==> src/rtl/eia_pkg.sv <==
// ----------------------------------------------------------------------------
// eia_pkg
// Shared types, operation codes and sizes for the integer ALU with floor
// division.
// ----------------------------------------------------------------------------
package eia_pkg;

   localparam int DATA_WIDTH      = 64;
   localparam int VALUE_WIDTH_DEF = 64;
   localparam int OP_WIDTH        = 4;

   localparam logic [OP_WIDTH-1:0] OP_ADD  = 4'd0;
   localparam logic [OP_WIDTH-1:0] OP_SUB  = 4'd1;
   localparam logic [OP_WIDTH-1:0] OP_MUL  = 4'd2;
   localparam logic [OP_WIDTH-1:0] OP_MAX  = 4'd3;
   localparam logic [OP_WIDTH-1:0] OP_MIN  = 4'd4;
   localparam logic [OP_WIDTH-1:0] OP_DIV  = 4'd5;
   localparam logic [OP_WIDTH-1:0] OP_FDIV = 4'd6;
   localparam logic [OP_WIDTH-1:0] OP_FMOD = 4'd7;

   typedef enum logic [2:0] {
      ST_IDLE,
      ST_DECODE,
      ST_MAG1,
      ST_MAG2,
      ST_DIV,
      ST_MUL,
      ST_FIX,
      ST_OUT
   } eia_state_type;

   typedef struct packed {
      logic ready;
      logic done;
      logic no_value;
   } eia_status_type;

endpackage

==> src/rtl/eia_req_if.sv <==
// ----------------------------------------------------------------------------
// eia_req_if
// Operand channel: valid/ready with one operand pair per transfer.
// ----------------------------------------------------------------------------
interface eia_req_if;
   import eia_pkg::*;

   logic                         valid;
   logic                         ready;
   logic signed [DATA_WIDTH-1:0] left_value;
   logic signed [DATA_WIDTH-1:0] right_value;
   logic                         left_fixed;
   logic                         right_fixed;
   logic                         last_element;

   modport source (
      output valid, left_value, right_value, left_fixed, right_fixed, last_element,
      input  ready
   );
   modport sink (
      input  valid, left_value, right_value, left_fixed, right_fixed, last_element,
      output ready
   );
endinterface

==> src/rtl/eia_rsp_if.sv <==
// ----------------------------------------------------------------------------
// eia_rsp_if
// Result channel: valid/ready with one result per transfer.
// ----------------------------------------------------------------------------
interface eia_rsp_if;
   import eia_pkg::*;

   logic                         valid;
   logic                         ready;
   logic signed [DATA_WIDTH-1:0] result_value;
   logic                         result_fixed;
   logic                         no_value;
   logic                         row_failed;
   logic                         row_end;

   modport source (
      output valid, result_value, result_fixed, no_value, row_failed, row_end,
      input  ready
   );
   modport sink (
      input  valid, result_value, result_fixed, no_value, row_failed, row_end,
      output ready
   );
endinterface

==> src/rtl/eia_csr_if.sv <==
// ----------------------------------------------------------------------------
// eia_csr_if
// Configuration write channel for the operation register.
// ----------------------------------------------------------------------------
interface eia_csr_if;
   import eia_pkg::*;

   logic                valid;
   logic                ready;
   logic [OP_WIDTH-1:0] operation;

   modport source (output valid, operation, input ready);
   modport sink   (input valid, operation, output ready);
endinterface

==> src/rtl/eia_core.sv <==
// ----------------------------------------------------------------------------
// eia_core
// Sequencer around one shared (W+1)-bit adder: add/sub/compare, operand magnitudes,
// shift-add multiply, restoring divide and the final sign fix-up.
// ----------------------------------------------------------------------------
module eia_core #(
   parameter int VALUE_WIDTH = eia_pkg::VALUE_WIDTH_DEF
) (
   input  logic                           clock,
   input  logic                           reset,
   input  logic                           start,
   input  logic                           take,
   input  logic [eia_pkg::OP_WIDTH-1:0]   operation,
   input  logic [VALUE_WIDTH-1:0]         left,
   input  logic [VALUE_WIDTH-1:0]         right,
   output eia_pkg::eia_status_type        status,
   output logic [VALUE_WIDTH-1:0]         value
);
   import eia_pkg::*;

   localparam int W  = VALUE_WIDTH;
   localparam int CW = $clog2(VALUE_WIDTH);
   localparam logic [W-1:0] MIN_VAL = {1'b1, {(W-1){1'b0}}};

   eia_state_type state_ff, state_in;

   logic [W-1:0]  a_ff, a_in;
   logic [W-1:0]  b_ff, b_in;
   logic [W-1:0]  q_ff, q_in;
   logic [W-1:0]  mb_ff, mb_in;
   logic [W:0]    acc_ff, acc_in;
   logic [W-1:0]  res_ff, res_in;
   logic          nv_ff, nv_in;
   logic [CW-1:0] cnt_ff, cnt_in;

   logic [W:0]   add_a, add_b, sum;
   logic         add_inv, add_cin;

   logic         sa, sb, diff;
   logic         is_mul, is_div, is_simple;
   logic         div_err, rem_zero, mul_ovf, last_step;
   logic [W-1:0] mag1_src, mag2_src;
   logic [W:0]   shift_rem;

   assign sa   = a_ff[W-1];
   assign sb   = b_ff[W-1];
   assign diff = sa ^ sb;

   assign is_mul    = (operation == OP_MUL);
   assign is_div    = (operation == OP_DIV) || (operation == OP_FDIV) ||
                      (operation == OP_FMOD);
   assign is_simple = (operation == OP_ADD) || (operation == OP_SUB) ||
                      (operation == OP_MAX) || (operation == OP_MIN);

   assign div_err   = (b_ff == '0) ||
                      ((a_ff == MIN_VAL) && (b_ff == '1) && (operation != OP_FMOD));
   assign rem_zero  = (acc_ff[W-1:0] == '0);
   assign mul_ovf   = (acc_ff[W-1:0] != '0) ||
                      (q_ff[W-1] && !(diff && (q_ff[W-2:0] == '0)));
   assign last_step = (cnt_ff == CW'(W - 1));

   assign mag1_src  = is_mul ? b_ff : a_ff;
   assign mag2_src  = is_mul ? a_ff : b_ff;
   assign shift_rem = {acc_ff[W-1:0], q_ff[W-1]};

   // shared adder
   assign sum = add_a + (add_inv ? ~add_b : add_b) + (W+1)'(add_cin);

   always_comb begin
      state_in = state_ff;
      case (state_ff)
         ST_IDLE: begin
            if (start) begin
               state_in = ST_DECODE;
            end
         end
         ST_DECODE: begin
            if (is_mul || (is_div && !div_err)) begin
               state_in = ST_MAG1;
            end else begin
               state_in = ST_OUT;
            end
         end
         ST_MAG1: state_in = ST_MAG2;
         ST_MAG2: state_in = is_mul ? ST_MUL : ST_DIV;
         ST_DIV, ST_MUL: begin
            if (last_step) begin
               state_in = ST_FIX;
            end
         end
         ST_FIX: state_in = ST_OUT;
         ST_OUT: begin
            if (take) begin
               state_in = ST_IDLE;
            end
         end
         default: state_in = ST_IDLE;
      endcase
   end

   always_comb begin
      add_a   = '0;
      add_b   = '0;
      add_inv = 1'b0;
      add_cin = 1'b0;
      case (state_ff)
         ST_DECODE: begin
            add_a   = {a_ff[W-1], a_ff};
            add_b   = {b_ff[W-1], b_ff};
            add_inv = (operation != OP_ADD);
            add_cin = (operation != OP_ADD);
         end
         ST_MAG1: begin
            add_b   = {1'b0, mag1_src};
            add_inv = mag1_src[W-1];
            add_cin = mag1_src[W-1];
         end
         ST_MAG2: begin
            add_b   = {1'b0, mag2_src};
            add_inv = mag2_src[W-1];
            add_cin = mag2_src[W-1];
         end
         ST_DIV: begin
            add_a   = shift_rem;
            add_b   = {1'b0, mb_ff};
            add_inv = 1'b1;
            add_cin = 1'b1;
         end
         ST_MUL: begin
            add_a = acc_ff;
            add_b = q_ff[0] ? {1'b0, mb_ff} : '0;
         end
         ST_FIX: begin
            case (operation)
               OP_FMOD: begin
                  add_a   = diff ? {b_ff[W-1], b_ff} : '0;
                  add_b   = {1'b0, acc_ff[W-1:0]};
                  add_inv = sa;
                  add_cin = sa;
               end
               OP_FDIV: begin
                  add_b   = {1'b0, q_ff};
                  add_inv = diff;
                  add_cin = diff && rem_zero;
               end
               default: begin
                  add_b   = {1'b0, q_ff};
                  add_inv = diff;
                  add_cin = diff;
               end
            endcase
         end
         default: begin
            add_a = '0;
         end
      endcase
   end

   always_comb begin
      a_in   = a_ff;
      b_in   = b_ff;
      q_in   = q_ff;
      mb_in  = mb_ff;
      acc_in = acc_ff;
      res_in = res_ff;
      nv_in  = nv_ff;
      cnt_in = cnt_ff;
      case (state_ff)
         ST_IDLE: begin
            if (start) begin
               a_in = left;
               b_in = right;
            end
         end
         ST_DECODE: begin
            cnt_in = '0;
            acc_in = '0;
            nv_in  = 1'b0;
            res_in = '0;
            if (is_simple) begin
               case (operation)
                  OP_MAX: res_in = sum[W] ? b_ff : a_ff;
                  OP_MIN: res_in = sum[W] ? a_ff : b_ff;
                  default: begin
                     nv_in  = sum[W] ^ sum[W-1];
                     res_in = (sum[W] ^ sum[W-1]) ? '0 : sum[W-1:0];
                  end
               endcase
            end else if (is_div) begin
               nv_in = div_err;
            end else if (!is_mul) begin
               nv_in = 1'b1;
            end
         end
         ST_MAG1: q_in  = sum[W-1:0];
         ST_MAG2: mb_in = sum[W-1:0];
         ST_DIV: begin
            acc_in = sum[W] ? shift_rem : sum;
            q_in   = {q_ff[W-2:0], ~sum[W]};
            cnt_in = cnt_ff + 1'b1;
         end
         ST_MUL: begin
            acc_in = {1'b0, sum[W:1]};
            q_in   = {sum[0], q_ff[W-1:1]};
            cnt_in = cnt_ff + 1'b1;
         end
         ST_FIX: begin
            if (is_mul) begin
               nv_in  = mul_ovf;
               res_in = mul_ovf ? '0 : sum[W-1:0];
            end else if (operation == OP_FMOD) begin
               res_in = rem_zero ? '0 : sum[W-1:0];
            end else begin
               res_in = sum[W-1:0];
            end
         end
         default: begin
            cnt_in = cnt_ff;
         end
      endcase
   end

   always_ff @(posedge clock) begin
      if (reset) begin
         state_ff <= ST_IDLE;
      end else begin
         state_ff <= state_in;
      end
      a_ff   <= a_in;
      b_ff   <= b_in;
      q_ff   <= q_in;
      mb_ff  <= mb_in;
      acc_ff <= acc_in;
      res_ff <= res_in;
      nv_ff  <= nv_in;
      cnt_ff <= cnt_in;
   end

   assign status.ready    = (state_ff == ST_IDLE);
   assign status.done     = (state_ff == ST_OUT) && take;
   assign status.no_value = nv_ff;
   assign value           = res_ff;

endmodule

==> src/rtl/exact_int_alu_with_floor_division.sv <==
// ----------------------------------------------------------------------------
// exact_int_alu_with_floor_division
// Signed ALU: add, sub, mul, max, min, truncating/floor divide, floor modulo.
// Path: add/sub/max/min, divide errors and unsupported codes go from decode
//   to the result register; mul and div/mod also pass magnitude, loop, fix-up.
// Throughput: one pair in flight; a result stall also holds the next transfer.
//   Reset: synchronous; op to add, row state, valid.
// ----------------------------------------------------------------------------
module exact_int_alu_with_floor_division #(
   parameter int VALUE_WIDTH = eia_pkg::VALUE_WIDTH_DEF
) (
   input logic        clock,
   input logic        reset,
   eia_req_if.sink    req_if,
   eia_rsp_if.source  rsp_if,
   eia_csr_if.sink    csr_if
);
   import eia_pkg::*;

   logic [OP_WIDTH-1:0]   op_ff, op_in;
   logic                  fixed_ff, fixed_in;
   logic                  last_ff, last_in;
   logic                  row_seen_ff, row_seen_in;
   logic                  rsp_valid_ff, rsp_valid_in;
   logic [DATA_WIDTH-1:0] rsp_value_ff, rsp_value_in;
   logic                  rsp_fixed_ff, rsp_fixed_in;
   logic                  rsp_nv_ff, rsp_nv_in;
   logic                  rsp_failed_ff, rsp_failed_in;
   logic                  rsp_end_ff, rsp_end_in;

   eia_status_type         status;
   logic [VALUE_WIDTH-1:0] core_value;
   logic                   accept, take, failed;

   assign accept        = req_if.valid && req_if.ready;
   assign take          = !rsp_valid_ff || rsp_if.ready;
   assign req_if.ready  = status.ready;
   assign csr_if.ready  = 1'b1;
   assign failed        = row_seen_ff || status.no_value;

   eia_core #(
      .VALUE_WIDTH(VALUE_WIDTH)
   ) u_core (
      .clock     (clock),
      .reset     (reset),
      .start     (accept),
      .take      (take),
      .operation (op_ff),
      .left      (req_if.left_value[VALUE_WIDTH-1:0]),
      .right     (req_if.right_value[VALUE_WIDTH-1:0]),
      .status    (status),
      .value     (core_value)
   );

   always_comb begin
      op_in         = op_ff;
      fixed_in      = fixed_ff;
      last_in       = last_ff;
      row_seen_in   = row_seen_ff;
      rsp_valid_in  = rsp_valid_ff;
      rsp_value_in  = rsp_value_ff;
      rsp_fixed_in  = rsp_fixed_ff;
      rsp_nv_in     = rsp_nv_ff;
      rsp_failed_in = rsp_failed_ff;
      rsp_end_in    = rsp_end_ff;
      if (csr_if.valid) begin
         op_in = csr_if.operation;
      end
      if (accept) begin
         fixed_in = req_if.left_fixed && req_if.right_fixed;
         last_in  = req_if.last_element;
      end
      if (status.done) begin
         rsp_valid_in  = 1'b1;
         rsp_value_in  = DATA_WIDTH'($signed(core_value));
         rsp_fixed_in  = fixed_ff;
         rsp_nv_in     = status.no_value;
         rsp_failed_in = failed;
         rsp_end_in    = last_ff;
         row_seen_in   = last_ff ? 1'b0 : failed;
      end else if (rsp_if.ready) begin
         rsp_valid_in = 1'b0;
      end
   end

   always_ff @(posedge clock) begin
      if (reset) begin
         op_ff        <= OP_ADD;
         row_seen_ff  <= 1'b0;
         rsp_valid_ff <= 1'b0;
      end else begin
         op_ff        <= op_in;
         row_seen_ff  <= row_seen_in;
         rsp_valid_ff <= rsp_valid_in;
      end
      fixed_ff      <= fixed_in;
      last_ff       <= last_in;
      rsp_value_ff  <= rsp_value_in;
      rsp_fixed_ff  <= rsp_fixed_in;
      rsp_nv_ff     <= rsp_nv_in;
      rsp_failed_ff <= rsp_failed_in;
      rsp_end_ff    <= rsp_end_in;
   end

   assign rsp_if.valid        = rsp_valid_ff;
   assign rsp_if.result_value = rsp_value_ff;
   assign rsp_if.result_fixed = rsp_fixed_ff;
   assign rsp_if.no_value     = rsp_nv_ff;
   assign rsp_if.row_failed   = rsp_failed_ff;
   assign rsp_if.row_end      = rsp_end_ff;

endmodule

==> src/flat_wrapper.sv <==
// flat-port wrapper written by rule: the top's interface ports become plain ports
module exact_int_alu_with_floor_division_flat import eia_pkg::*;
#(
   parameter int VALUE_WIDTH = eia_pkg::VALUE_WIDTH_DEF
)
  (clock, reset, req_if_valid, req_if_left_value, req_if_right_value, req_if_left_fixed, req_if_right_fixed, req_if_last_element, req_if_ready, rsp_if_valid, rsp_if_result_value, rsp_if_result_fixed, rsp_if_no_value, rsp_if_row_failed, rsp_if_row_end, rsp_if_ready, csr_if_valid, csr_if_operation, csr_if_ready);
  eia_req_if req_if_i ();
  eia_rsp_if rsp_if_i ();
  eia_csr_if csr_if_i ();
  input logic clock;
  input logic reset;
  input wire logic [$bits(req_if_i.valid)-1:0] req_if_valid;
  input wire logic [$bits(req_if_i.left_value)-1:0] req_if_left_value;
  input wire logic [$bits(req_if_i.right_value)-1:0] req_if_right_value;
  input wire logic [$bits(req_if_i.left_fixed)-1:0] req_if_left_fixed;
  input wire logic [$bits(req_if_i.right_fixed)-1:0] req_if_right_fixed;
  input wire logic [$bits(req_if_i.last_element)-1:0] req_if_last_element;
  output wire logic [$bits(req_if_i.ready)-1:0] req_if_ready;
  output wire logic [$bits(rsp_if_i.valid)-1:0] rsp_if_valid;
  output wire logic [$bits(rsp_if_i.result_value)-1:0] rsp_if_result_value;
  output wire logic [$bits(rsp_if_i.result_fixed)-1:0] rsp_if_result_fixed;
  output wire logic [$bits(rsp_if_i.no_value)-1:0] rsp_if_no_value;
  output wire logic [$bits(rsp_if_i.row_failed)-1:0] rsp_if_row_failed;
  output wire logic [$bits(rsp_if_i.row_end)-1:0] rsp_if_row_end;
  input wire logic [$bits(rsp_if_i.ready)-1:0] rsp_if_ready;
  input wire logic [$bits(csr_if_i.valid)-1:0] csr_if_valid;
  input wire logic [$bits(csr_if_i.operation)-1:0] csr_if_operation;
  output wire logic [$bits(csr_if_i.ready)-1:0] csr_if_ready;
  assign req_if_i.valid = req_if_valid;
  assign req_if_i.left_value = req_if_left_value;
  assign req_if_i.right_value = req_if_right_value;
  assign req_if_i.left_fixed = req_if_left_fixed;
  assign req_if_i.right_fixed = req_if_right_fixed;
  assign req_if_i.last_element = req_if_last_element;
  assign req_if_ready = req_if_i.ready;
  assign rsp_if_valid = rsp_if_i.valid;
  assign rsp_if_result_value = rsp_if_i.result_value;
  assign rsp_if_result_fixed = rsp_if_i.result_fixed;
  assign rsp_if_no_value = rsp_if_i.no_value;
  assign rsp_if_row_failed = rsp_if_i.row_failed;
  assign rsp_if_row_end = rsp_if_i.row_end;
  assign rsp_if_i.ready = rsp_if_ready;
  assign csr_if_i.valid = csr_if_valid;
  assign csr_if_i.operation = csr_if_operation;
  assign csr_if_ready = csr_if_i.ready;
  exact_int_alu_with_floor_division #(.VALUE_WIDTH(VALUE_WIDTH)) u_core (.clock(clock), .reset(reset), .req_if(req_if_i), .rsp_if(rsp_if_i), .csr_if(csr_if_i));
endmodule
==> config.mk <==
export PLATFORM = sky130hd
export DESIGN_NAME = exact_int_alu_with_floor_division_flat
export DESIGN_NICKNAME = d
export VERILOG_FILES = /design/src/rtl/eia_pkg.sv /design/src/rtl/eia_req_if.sv /design/src/rtl/eia_rsp_if.sv /design/src/rtl/eia_csr_if.sv /design/src/rtl/eia_core.sv /design/src/rtl/exact_int_alu_with_floor_division.sv /design/src/flat_wrapper.sv
export SDC_FILE = /design/constraint.sdc
export NUM_CORES = 1
export LEC_CHECK = 0
export BUFFER_PORTS_ARGS = -buffer_cell sky130_fd_sc_hd__buf_2
export CAP_MARGIN = 15
export CORE_ASPECT_RATIO = 0.6
export CORE_MARGIN = 10
export CORE_UTILIZATION = 50
export CTS_CLUSTER_DIAMETER = 200
export CTS_CLUSTER_SIZE = 20
export DETAILED_ROUTE_END_ITERATION = 8
export HOLD_SLACK_MARGIN = 0.02
export PLACE_DENSITY = 0.75
export SLEW_MARGIN = 20
export SYNTH_ARGS = -nofsm -noshare
export SYNTH_HDL_FRONTEND = slang
export SYNTH_SLANG_ARGS = --single-unit
==> constraint.sdc <==
create_clock -name clock -period 6.1 [get_ports clock]
set_input_delay 0.915 -clock clock [delete_from_list [all_inputs] [get_ports clock]]
set_output_delay 0.915 -clock clock [all_outputs]
set_load 0.05 [all_outputs]
# --- Yosys cells after proc, flatten, opt, wreduce, memory -nomap -nowiden ---
# Index checks and enable logic that the tools add are counted.
word_totals:
  ff_bits: 471
  elab_cells: 129
op_classes:
  addsub: 3
  eq_ne: 22
  muxes: 42
  bitwise_logic: 4
  reduce_logical: 39
ops:
  columns: ["cell", "count"]
  rows:
  - ["$mux 64", 12]
  - ["$pmux 65 s6", 1]
  - ["$mux 65", 4]
  - ["$pmux 65 s4", 1]
  - ["$pmux 64 s2", 2]
  - ["$pmux 65 s3", 1]
  - ["$pmux 64 s3", 1]
  - ["$eq 64x64->1 const B", 2]
  - ["$logic_not 64->1", 2]
  - ["$add 65x1->65", 1]
  - ["$add 65x65->65", 1]
  - ["$not 65->65", 1]
  - ["$reduce_bool 64->1", 1]
  - ["$logic_not 63->1", 1]
  - ["$pmux 3 s7", 1]
  - ["$eq 4x3->1 const B", 4]
  - ["$eq 3x3->1 const B", 4]
  - ["$mux 3", 4]
  - ["$pmux 6 s2", 1]
  - ["$logic_or 1x1->1", 10]
  - ["$mux 1", 10]
  - ["$pmux 1 s5", 2]
  - ["$logic_and 1x1->1", 9]
  - ["$eq 4x2->1 const B", 2]
  - ["other kinds (20)", 32]

# --- Longest topological paths before layout ---
# Gate-level depths: netlist of run 1.
logic_depth:
  ltp_word: 12
  ltp_mapped: 26
  mapped_depth_nobuf: 23

# --- Cells and area by module ---
# A second synthesis of run 1 with hierarchy kept.
hier_totals:
  cells_unflattened: 2975
  area_unflattened_um2: 29209.3
by_module_without_submodules:
  columns: ["mod", "seq_area_each_um2", "area_per_inst_um2", "instances", "cells_each"]
  rows:
  - ["eia_core", 11831.3, 26863.3, 1, 2880]
  - ["exact_int_alu_with_floor_division", 2222.1, 2346.0, 1, 95]

# --- Least setup slack after synthesis of run 1 ---
# No wires, ideal clock.
synth_path:
  kind: "register -> register"
  start: "register u_core.u_core.state_ff[0]"
  end: "register u_core.u_core.res_ff[0] (netlist: u_core.u_core.value[0]) (enable)"
  stages_incl_launch_ff: 6
  slack_ps: -272
  t_arrival_ps: 5797
  t_required_ps: 5526
  cell_sequence: "dfxtp_1 buf_2 buf_1 clkbuf_1 nand2_1 o21ai_0"
synth_via:
  elab_chain_len: 2
  word_cells_on_any_way: 3
  cone_classes: "eq/ne (2); reduce/logical (1)"
synth_rtl:
  columns: ["element", "line", "source"]
  rows:
  - ["from (decl)", "eia_core.sv:25", "eia_state_type state_ff, state_in;"]
  - ["from (signal assigned)", "eia_core.sv:227", "state_ff <= state_in;"]
  - ["$eq 3x3->1 / $eq 3x1->1 (equally long branches)", "eia_core.sv:168", "case (state_ff)"]
  - ["$reduce_bool 2->1 (no line) *", null, null]
  - ["to (signal assigned)", "eia_core.sv:234", "res_ff <= res_in;"]
  - ["to (decl)", "eia_core.sv:32", "logic [W-1:0] res_ff, res_in;"]
# Every way passes the cells marked *; elsewhere a longest branch is shown, timed or not.
# A chain may end at the register's enable or synchronous reset.

# --- Worst setup path in the final report of run 1 ---
layout_path:
  start: "register u_core.u_core.a_ff[63]"
  end: "register u_core.u_core.res_ff[42] (netlist: u_core.u_core.value[42]) (data pin)"
layout_via:
  elab_chain_len: 11
  word_cells_on_any_way: 31
  cone_classes: "add/sub (2); mux (21); bitwise (3); reduce/logical (5)"
layout_rtl:
  columns: ["element", "line", "source"]
  rows:
  - ["from (decl)", "eia_core.sv:27", "logic [W-1:0] a_ff, a_in;"]
  - ["from (signal assigned)", "eia_core.sv:229", "a_ff <= a_in;"]
  - ["$xor 1x1->1, or another cell as far along", "eia_core.sv:47", "assign diff = sa ^ sb;"]
  - ["$mux 1, or another cell as far along", "eia_core.sv:134", "case (operation)"]
  - ["$pmux 1 s5, or another cell as far along", "eia_core.sv:106", "case (state_ff)"]
  - ["$mux 65 / $pmux 65 s4 (equally long branches)", "eia_core.sv:67, eia_core.sv:106", null]
  - ["$add 65x65->65", "eia_core.sv:67", "assign sum = add_a + (add_inv ? ~add_b : add_b) + (W+1)'(add_cin);"]
  - ["$add 65x1->65", "eia_core.sv:67", null]
  - ["$xor 1x1->1", "eia_core.sv:186", "res_in = (sum[W] ^ sum[W-1]) ? '0 : sum[W-1:0];"]
  - ["$mux 64", "eia_core.sv:186", null]
  - ["$pmux 64 s2", "eia_core.sv:181", "case (operation)"]
  - ["$mux 64", "eia_core.sv:180", "if (is_simple) begin"]
  - ["$pmux 64 s2 *", "eia_core.sv:168", null]
  - ["net u_core.u_core.res_in[42]", "eia_core.sv:32", null]
# The timed path passes the listed nets; every way through them passes the cells marked *.

==> results of run 1 <==
path summary, 6_finish.rpt:
path                                start                             end  slack, ns  cells past startpoint
hold reg to reg   u_core.u_core.value[21]  u_core.rsp_if.result_value[21]       0.42                      0
hold / removal    u_core.u_core.value[21]  u_core.rsp_if.result_value[21]       0.42                      0
setup reg to reg   u_core.u_core.a_ff[63]         u_core.u_core.value[42]       0.04                     22
setup / recovery   u_core.u_core.a_ff[63]         u_core.u_core.value[42]       0.04                     22
repair_timing:
action | CTS | global route
hold buffers | 0 | 0
gates cloned | 0 | 1
pin swaps | 0 | 6
resized for setup | 5 | 47
setup buffers | 3 | 9
endpoints found under the setup margin | 59 | 101
per-stage QoR:
| step | power, mW | hold slack (ns) | instances | utilization |
|---|---|---|---|---|
| final | 22.7 | 0.416 | 3882 | 0.603 |
| after CTS | 21.9 | 0.416 | 3869 | 0.597 |
| after detailed placement | 19.9 | 0.405 | 3827 | 0.583 |
| after floorplan | 13.4 | 0.400 | 2703 | - |
| after global placement | 19.7 | 0.401 | 3827 | 0.583 |
| after global routing | 23.7 | 0.431 | 3880 | 0.603 |
worst register-to-register path, cell delays in order (launching register included):
cell        delay [ns]
edfxtp_1          0.39
inv_1             0.18
ha_1              0.34
and3_1            0.22
o32ai_2           0.30
or2_4             0.29
buf_6             0.38
xnor2_1           0.16
ha_1              0.43
a21oi_1           0.10
o21ai_0           0.72
nor2_1            0.12
a31oi_2           0.36
a2bb2oi_2         0.25
o31ai_4           0.12
nand2_4           0.09
inv_4             0.05
ha_1              0.30
inv_1             0.07
a31oi_4           0.20
clkinvlp_4        0.31
a22o_1            0.28
a21o_1            0.16
flip-flops by register name, summed over array words and instances, names as in the netlist, 3 cells and up:
signal / flops
u_core.op_ff: 4
u_core.rsp_if.result_value: 64
u_core.u_core.a_ff: 64
u_core.u_core.acc_ff: 65
u_core.u_core.b_ff: 64
u_core.u_core.cnt_ff: 6
u_core.u_core.mb_ff: 64
u_core.u_core.q_ff: 64
u_core.u_core.state_ff: 3
u_core.u_core.value: 64
power by group through the flow:
stage | Sequential (mW) | Combinational (mW) | Clock (mW)
after CTS | 6.29 | 13.7 | 1.94
after global routing | 6.43 | 15.2 | 2.05
final | 6.41 | 14.4 | 1.92
after detailed placement | 6.34 | 13.6 | 0
after global placement | 6.33 | 13.4 | 0
after floorplan | 5.93 | 7.42 | 0
layout by cell type (no fill, tap or decap), types with 10 or more instances in the layout:
cell         n
a211oi_1   120
a21o_1      42
a21oi_1    149
a221oi_1    61
a22oi_1     64
a31oi_1     15
a32oi_1     52
and2_1      14
and3_1      14
buf_12      28
buf_2      209
buf_4      329
clkbuf_1    11
clkbuf_16   28
edfxtp_1   462
ha_1        65
inv_1       80
mux2_2      63
mux2i_1     98
nand2_1    266
nand3_1     26
nand4_1     42
nor2_1     122
nor2b_1     43
nor3_1      23
nor4_1      51
nor4bb_1    17
o211ai_1    19
o21a_1      21
o21ai_0    218
o21ai_1     58
o21bai_1    10
xnor2_1     90
xor2_1      30
kinds of logic (layout without fill, tap and decap cells):
kind of cell / after synthesis / in the layout
compound gates: 916 / 916
fa+ha+maj: 68 / 68
flops: 471 / 471
other cells: 1 / 3
mux: 162 / 162
xor+xnor: 121 / 121
simple gates: 685 / 685
buf+inv: 279 / 697
cell type report:
| class | count | share of cell area |
|---|---|---|
| flip-flops and latches | 471 | 0.418 |
| clock buffers | 38 | 0.0213 |
| inverters | 83 | 0.00943 |
| diodes | 2 | 0.000149 |
| multi-input cells | 1953 | 0.398 |
| clock inverters | 1 | 0.000334 |
| well taps | 759 | 0.0282 |
| repair buffers | 575 | 0.125 |
metal layers:
layer / vias up / global-route usage / part of all wire / wire [um]
met5: - / 0.00145 / 0.00053 / 64
met4: 8 / 0.0711 / 0.024 / 2890
met3: 217 / 0.129 / 0.17 / 20000
met2: 2213 / 0.441 / 0.37 / 44800
met1: 12935 / 0.545 / 0.44 / 53300
li1: 11272 / - / - / -
==> metrics.txt, run 1 <==
# TYPE chip_impl_metric gauge
chip_impl_metric{name="detail_route.drc_violations",unit=""} 0
chip_impl_info{name="yosys.area.top_type",value="edfxtp_1"} 1
chip_impl_info{name="cp_common_cell",value="ha_1"} 1
chip_impl_metric{name="grt_start_max_net_pins",unit=""} 186
chip_impl_metric{name="maxClockFrequency",unit="MHz"} 165
chip_impl_metric{name="edff_count_synth",unit=""} 462
chip_impl_metric{name="timing.critical_path.buf_inv",unit=""} 5
chip_impl_metric{name="synthesis_to_layout_area_growth",unit="%"} 19.3
chip_impl_metric{name="drt_wl_total",unit="mm"} 121
chip_impl_metric{name="synth_largest_type_area_fraction",unit=""} 0.491
chip_impl_info{name="cp-start-kind",value="register"} 1
chip_impl_info{name="hp-class",value="register to register"} 1
chip_impl_metric{name="placed_area",unit="um^2"} 32600
chip_impl_metric{name="grt_remaining_overflow",unit=""} 0
chip_impl_metric{name="route.vias.total",unit=""} 26645
chip_impl_metric{name="grt_first_pass_wirelength",unit="mm"} 174
chip_impl_metric{name="synthCells",unit=""} 2703
chip_impl_metric{name="number_of_nets_at_the_end_of_the_flow",unit=""} 3319
chip_impl_metric{name="leakagePower",unit="nW"} 12.7
chip_impl_metric{name="power_frac_clock",unit=""} 0.085
chip_impl_metric{name="critical_path.max_fanout",unit=""} 25
chip_impl_metric{name="fin_setup_tns",unit="ns"} 0
chip_impl_metric{name="starting_density_of_the_core",unit=""} 0.506
chip_impl_metric{name="pwr-share-seq",unit=""} 0.282
chip_impl_metric{name="placement_rows",unit=""} 67
chip_impl_metric{name="post_drt_wl_per_cell",unit="um"} 31.2
chip_impl_info{name="critical_path_endpoint_category",value="register"} 1
chip_impl_metric{name="final.fill_count",unit=""} 4796
chip_impl_metric{name="cell_internal_pwr",unit="mW"} 11.8
chip_impl_metric{name="grt_pass1_vias",unit=""} 24740
chip_impl_metric{name="worst_skew_late_latency",unit="ns"} 0.63
chip_impl_info{name="outcome",value="finished clean"} 1
chip_impl_metric{name="critical_path.max_stage_delay",unit="ns"} 0.72
chip_impl_metric{name="max-slew-margin-rel",unit=""} 0.232
chip_impl_metric{name="placeableCoreArea",unit="um^2"} 55800
chip_impl_info{name="cpLargestDelayFamily",value="compound AO/OA/AOI/OAI gates"} 1
chip_impl_metric{name="clkTransAtPathRegs",unit="ns"} 0.09
chip_impl_metric{name="h-tree-depth",unit=""} 1
chip_impl_info{name="clock_tree_from_tritoncts",value="done"} 1
chip_impl_metric{name="count_of_distinct_cell_types_in_the_synthesized_netlist",unit=""} 89
chip_impl_info{name="post_synth_most_frequent_cells",value="edfxtp_1, nand2_1, o21ai_0"} 1
chip_impl_metric{name="final_max_slew_viol_count",unit=""} 0
chip_impl_metric{name="drt-pass1-iter-count",unit=""} 6
chip_impl_metric{name="cp_data_required_time",unit="ns"} 6.47
chip_impl_metric{name="combPwrFrac",unit=""} 0.633
chip_impl_metric{name="die_w",unit="um"} 327
chip_impl_metric{name="timing.final.setup_violations",unit=""} 0
chip_impl_metric{name="cts_inserted_buffers",unit=""} 27
chip_impl_metric{name="clock_sink_count",unit=""} 471
chip_impl_metric{name="post_synth.cell_area_avg",unit="um^2"} 10.4
chip_impl_info{name="synth_top_family_by_area",value="compound AO/OA/AOI/OAI gates"} 1
chip_impl_metric{name="netlist_area_before_placement",unit="um^2"} 28200
chip_impl_metric{name="synthesis.nets",unit=""} 2911
chip_impl_metric{name="post_synth_mux_area_share",unit=""} 0.0602
chip_impl_metric{name="arrival",unit="ns"} 6.43
chip_impl_metric{name="drt_initial_violations",unit=""} 4716
chip_impl_metric{name="dieHeight",unit="um"} 204
chip_impl_info{name="synth.most_common_cell",value="edfxtp_1"} 1
chip_impl_metric{name="fin_ws",unit="ns"} 0.0418
chip_impl_metric{name="power_density",unit="nW/um^2"} 674
chip_impl_info{name="root_buffer_cell",value="clkbuf_16"} 1
chip_impl_metric{name="sequential_cell_area",unit="um^2"} 14100
chip_impl_metric{name="antenna_left",unit=""} 0
chip_impl_info{name="worst_path_max_delay_cell",value="o21ai_0"} 1
chip_impl_metric{name="layout-drive-gt1-share",unit=""} 0.237
chip_impl_metric{name="antenna_found_initial",unit=""} 6
chip_impl_metric{name="area_of_the_die",unit="um^2"} 66700
chip_impl_metric{name="clock_buffer_depth",unit=""} 3
chip_impl_metric{name="post_placement_setup_slack",unit="ns"} -0.103
chip_impl_metric{name="hold_violations",unit=""} 0
chip_impl_metric{name="ys_ff_latch",unit=""} 471
chip_impl_metric{name="synthArstFlopShare",unit=""} 0
chip_impl_metric{name="power.ir.vdd_worst",unit="V"} 0.000353
chip_impl_metric{name="timing.final.crit_share",unit=""} 0.993
chip_impl_info{name="worstPathCellList",value="inv_1 > ha_1 > and3_1 > o32ai_2 > or2_4 > buf_6 > xnor2_1 > ha_1 > a21oi_1 > o21ai_0 > nor2_1 > a31oi_2 > a2bb2oi_2 > o31ai_4 > nand2_4 > inv_4 > ha_1 > inv_1 > a31oi_4 > clkinvlp_4 > a22o_1 > a21o_1"} 1
chip_impl_metric{name="period_minus_slack",unit="ns"} 6.06
chip_impl_metric{name="synth_fa_ha_area_frac",unit=""} 0.0307
chip_impl_metric{name="multi_input_comb_area",unit="um^2"} 13400
chip_impl_metric{name="transition_time_at_the_pin_with_the_least_slew_margin",unit="ns"} 1.14
chip_impl_info{name="worst-setup-path-type",value="register to register"} 1
chip_impl_metric{name="synthXorXnorAreaFrac",unit=""} 0.0375
chip_impl_metric{name="post_synthesis_compound_gate_area_fraction",unit=""} 0.214
chip_impl_info{name="synth_ff_type",value="edfxtp_1"} 1
chip_impl_metric{name="synth_seq_area_share",unit=""} 0.498
chip_impl_metric{name="yosys_warnings",unit=""} 0
chip_impl_metric{name="power_switching",unit="mW"} 10.9
chip_impl_metric{name="power_switching_share",unit=""} 0.480
chip_impl_metric{name="detail_route.vias_per_cell",unit=""} 6.86
chip_impl_metric{name="post_route_clock_skew",unit="ns"} 0.0276
chip_impl_metric{name="io-pin-count",unit=""} 211
chip_impl_metric{name="buffer_ports.inserted",unit=""} 209
chip_impl_info{name="synth_area_leaders",value="edfxtp_1, o21ai_0, nand2_1"} 1
chip_impl_metric{name="synthSimpleGateAreaFrac",unit=""} 0.120
chip_impl_metric{name="place.gp.congestion",unit=""} 1.02
chip_impl_metric{name="drv.max_cap_violation_count",unit=""} 0
chip_impl_metric{name="detailed_place_hpwl",unit="mm"} 90.0
chip_impl_metric{name="layout.cell_area.non_filler",unit="um^2"} 33700
chip_impl_metric{name="groute.usage.overall",unit=""} 0.348
Note: power is estimated with default switching activity, not from simulation.
==> inputs of run 2 (changes only) <==
--- a/config.mk
+++ b/config.mk
@@ -5,7 +5,6 @@
 export SDC_FILE = /design/constraint.sdc
 export NUM_CORES = 1
 export LEC_CHECK = 0
-export BUFFER_PORTS_ARGS = -buffer_cell sky130_fd_sc_hd__buf_2
 export CAP_MARGIN = 15
 export CORE_ASPECT_RATIO = 0.6
 export CORE_MARGIN = 10
@@ -13,8 +12,9 @@
 export CTS_CLUSTER_DIAMETER = 200
 export CTS_CLUSTER_SIZE = 20
 export DETAILED_ROUTE_END_ITERATION = 8
+export DONT_BUFFER_PORTS = 1
 export HOLD_SLACK_MARGIN = 0.02
-export PLACE_DENSITY = 0.75
+export PLACE_DENSITY = 0.72
 export SLEW_MARGIN = 20
 export SYNTH_ARGS = -nofsm -noshare
 export SYNTH_HDL_FRONTEND = slang
==> run 2 against run 1 <==
Against the previous run: worst setup slack gained 0.11 ns; maximum frequency grew 1.9%; clock power is essentially flat; highest routed layer unchanged; sequential power grew 3%; final area shrank 7.6%; via count shrank 7.8%; die area is the same; sequential share of layout area grew 3.4 points.
==> metrics.txt, run 2 (same netlist as run 1, synthesis figures left out) <==
# TYPE chip_impl_metric gauge
chip_impl_info{name="outcome",value="finished clean"} 1
chip_impl_metric{name="max-slew-margin-rel",unit=""} 0.101
chip_impl_metric{name="grt_first_pass_wirelength",unit="mm"} 156
chip_impl_info{name="worstPathCellList",value="inv_2 > ha_2 > and3_1 > o32ai_4 > or2_4 > buf_4 > buf_4 > xnor2_1 > ha_1 > nand4_1 > nor3_2 > nand4_1 > o211ai_1 > o221ai_2 > a311oi_2 > o21ai_0 > a211oi_2 > ha_1 > inv_1 > a31oi_4 > clkinvlp_4 > a22o_1 > a21o_1"} 1
chip_impl_info{name="end_point_of_the_most_critical_hold_path",value="u_core.u_core.state_ff[1]"} 1
chip_impl_metric{name="worst_skew_late_latency",unit="ns"} 0.65
chip_impl_info{name="cp-start-kind",value="register"} 1
chip_impl_metric{name="fin_setup_tns",unit="ns"} 0
chip_impl_metric{name="drv.max_cap_violation_count",unit=""} 0
chip_impl_metric{name="grt_start_max_net_pins",unit=""} 186
chip_impl_metric{name="antenna_found_initial",unit=""} 7
chip_impl_metric{name="fin_ws",unit="ns"} 0.155
chip_impl_metric{name="buffer_ports.inserted",unit=""} 0
chip_impl_metric{name="r2r.worst_path.cells",unit=""} 23
chip_impl_metric{name="starting_density_of_the_core",unit=""} 0.506
chip_impl_metric{name="power_density",unit="nW/um^2"} 668
chip_impl_metric{name="placed_area",unit="um^2"} 30000
chip_impl_metric{name="instance_count_along_the_most_critical_hold_path",unit=""} 1
chip_impl_metric{name="critical_path.max_stage_delay",unit="ns"} 0.60
chip_impl_metric{name="detailed_place_hpwl",unit="mm"} 77.8
chip_impl_metric{name="cp_data_required_time",unit="ns"} 6.48
chip_impl_metric{name="period_minus_slack",unit="ns"} 5.94
chip_impl_info{name="worst_path_max_delay_cell",value="edfxtp_1"} 1
chip_impl_metric{name="final.fill_count",unit=""} 4858
chip_impl_metric{name="largest_register_ff_count",unit=""} 65
chip_impl_info{name="hp-class",value="input port to register"} 1
chip_impl_metric{name="layout.cell_area.non_filler",unit="um^2"} 31100
chip_impl_metric{name="grt_pass1_vias",unit=""} 22175
chip_impl_metric{name="critical_path.max_fanout",unit=""} 7
chip_impl_metric{name="cts_inserted_buffers",unit=""} 27
chip_impl_metric{name="antenna_left",unit=""} 0
chip_impl_metric{name="maxClockFrequency",unit="MHz"} 168
chip_impl_metric{name="timing.final.setup_violations",unit=""} 0
chip_impl_metric{name="post_drt_wl_per_cell",unit="um"} 31.1
chip_impl_metric{name="final_max_slew_viol_count",unit=""} 0
chip_impl_metric{name="clock_sink_count",unit=""} 471
chip_impl_metric{name="timing.final.crit_share",unit=""} 0.975
chip_impl_metric{name="number_of_nets_at_the_end_of_the_flow",unit=""} 2938
chip_impl_metric{name="hold_violations",unit=""} 0
chip_impl_metric{name="detail_route.drc_violations",unit=""} 0
chip_impl_metric{name="transition_time_at_the_pin_with_the_least_slew_margin",unit="ns"} 1.34
chip_impl_metric{name="post_route_clock_skew",unit="ns"} 0.0428
chip_impl_info{name="largest-register",value="u_core.u_core.acc_ff"} 1
chip_impl_metric{name="drt-pass1-iter-count",unit=""} 7
chip_impl_info{name="timing.rr.end",value="u_core.u_core.value[49]"} 1
chip_impl_info{name="hp-start",value="reset"} 1
chip_impl_metric{name="holdBufCountCts",unit=""} 0
chip_impl_metric{name="grt_remaining_overflow",unit=""} 0
chip_impl_metric{name="route.vias.total",unit=""} 24579
chip_impl_metric{name="post_placement_setup_slack",unit="ns"} -0.201
chip_impl_metric{name="power.ir.vdd_worst",unit="V"} 0.000376
chip_impl_info{name="critical_path_endpoint_category",value="register"} 1
chip_impl_metric{name="rrSetupSlack",unit="ns"} 0.16
chip_impl_metric{name="clock_buffer_depth",unit=""} 3
chip_impl_metric{name="drt_initial_violations",unit=""} 4733
chip_impl_metric{name="h-tree-depth",unit=""} 1
chip_impl_info{name="cpLargestDelayFamily",value="compound AO/OA/AOI/OAI gates"} 1
chip_impl_metric{name="groute.usage.overall",unit=""} 0.310
chip_impl_metric{name="dieHeight",unit="um"} 204
chip_impl_metric{name="detail_route.vias_per_cell",unit=""} 7.02
chip_impl_metric{name="clkTransAtPathRegs",unit="ns"} 0.11
chip_impl_info{name="clock_tree_from_tritoncts",value="done"} 1
chip_impl_metric{name="layout-drive-gt1-share",unit=""} 0.129
chip_impl_metric{name="placement_rows",unit=""} 67
chip_impl_metric{name="synthesis_to_layout_area_growth",unit="%"} 10.2
chip_impl_metric{name="fin_cells",unit=""} 3501
chip_impl_info{name="worst-setup-path-type",value="register to register"} 1
chip_impl_metric{name="fin_worst_hold_slack",unit="ns"} 0.329
chip_impl_metric{name="placeableCoreArea",unit="um^2"} 55800
chip_impl_info{name="root_buffer_cell",value="clkbuf_16"} 1
chip_impl_metric{name="placedCellCount",unit=""} 3435
chip_impl_metric{name="place.gp.congestion",unit=""} 1.05
chip_impl_info{name="worstReg2RegStart",value="u_core.u_core.a_ff[63]"} 1
chip_impl_metric{name="die_w",unit="um"} 327
chip_impl_metric{name="io-pin-count",unit=""} 211
chip_impl_metric{name="arrival",unit="ns"} 6.32
chip_impl_metric{name="timing.critical_path.buf_inv",unit=""} 5
chip_impl_info{name="most-common-layout-cells",value="edfxtp_1, nand2_1, o21ai_0"} 1
chip_impl_metric{name="drt_wl_total",unit="mm"} 109
chip_impl_metric{name="area_of_the_die",unit="um^2"} 66700
chip_impl_info{name="final_common_cell",value="edfxtp_1"} 1
chip_impl_metric{name="leakagePower",unit="nW"} 11.0
## run 2: changes by cell type in the layout (fill, tap and decap cells not counted), moves of 3 or more
cell / delta
a221oi_1: +5
a221oi_2: -4
buf_12: -14
buf_2: -209
buf_4: -156
buf_6: -5
dfxtp_1: +3
dfxtp_2: -3
nor3_2: +3
## run 2: worst max-delay path by stage
| stage | end | depth (start not counted) | slack [ns] | from |
|---|---|---|---|---|
| after detailed placement | u_core.u_core.value[49] | 22 | -0.20 | u_core.u_core.a_ff[63] |
| after CTS | u_core.u_core.value[49] | 23 | 0.01 | u_core.u_core.a_ff[63] |
| after floorplan | u_core.u_core.value[3] | 23 | 0.01 | u_core.u_core.a_ff[63] |
| after global routing | u_core.u_core.value[42] | 23 | -0.01 | u_core.u_core.a_ff[63] |
| after global placement | u_core.u_core.value[52] | 22 | -0.13 | u_core.u_core.a_ff[63] |
| final | u_core.u_core.value[49] | 23 | 0.16 | u_core.u_core.a_ff[63] |
## run 2: repair_timing
action,CTS,global route
endpoints found under the setup margin,63,126
buffers inserted,4,17
gates cloned,1,2
gates resized for setup,5,36
pin swaps,2,9
## run 2: per-stage QoR
step	utilization	power, mW
2_1_floorplan	-	13.4
3_3_place_gp	0.537	17.8
3_5_place_dp	0.537	18.0
4_1_cts	0.551	20.1
5_1_grt	0.557	21.8
6_report	0.557	20.8
## run 2: final cells by class
| type | instances | area (um^2) | area share |
|---|---|---|---|
| multi-input cells | 1956 | 13400 | 0.430 |
| well taps | 759 | 950 | 0.0305 |
| flip-flops and latches | 471 | 14100 | 0.452 |
| repair buffers | 191 | 1640 | 0.0528 |
| diodes | 3 | 7.51 | 0.000241 |
| inverters | 83 | 318 | 0.0102 |
| clock inverters | 2 | 31.3 | 0.00101 |
| clock buffers | 36 | 709 | 0.0228 |
## run 2: report_power, final
group | switching [mW] | total (mW) | internal, mW
combinational | 7.72 | 12.3 | 4.57
sequential | 1.26 | 6.59 | 5.33
clock | 1.10 | 1.92 | 0.820
## run 2: per-layer routing
| metal | GRT usage | vias to the layer above | wire length, um |
|---|---|---|---|
| met1 | 0.471 | 11829 | 46000 |
| met2 | 0.389 | 2047 | 40100 |
| met3 | 0.149 | 194 | 20000 |
| li1 | - | 10499 | - |
| met4 | 0.0562 | 10 | 2550 |
| met5 | 0 | - | 154 |
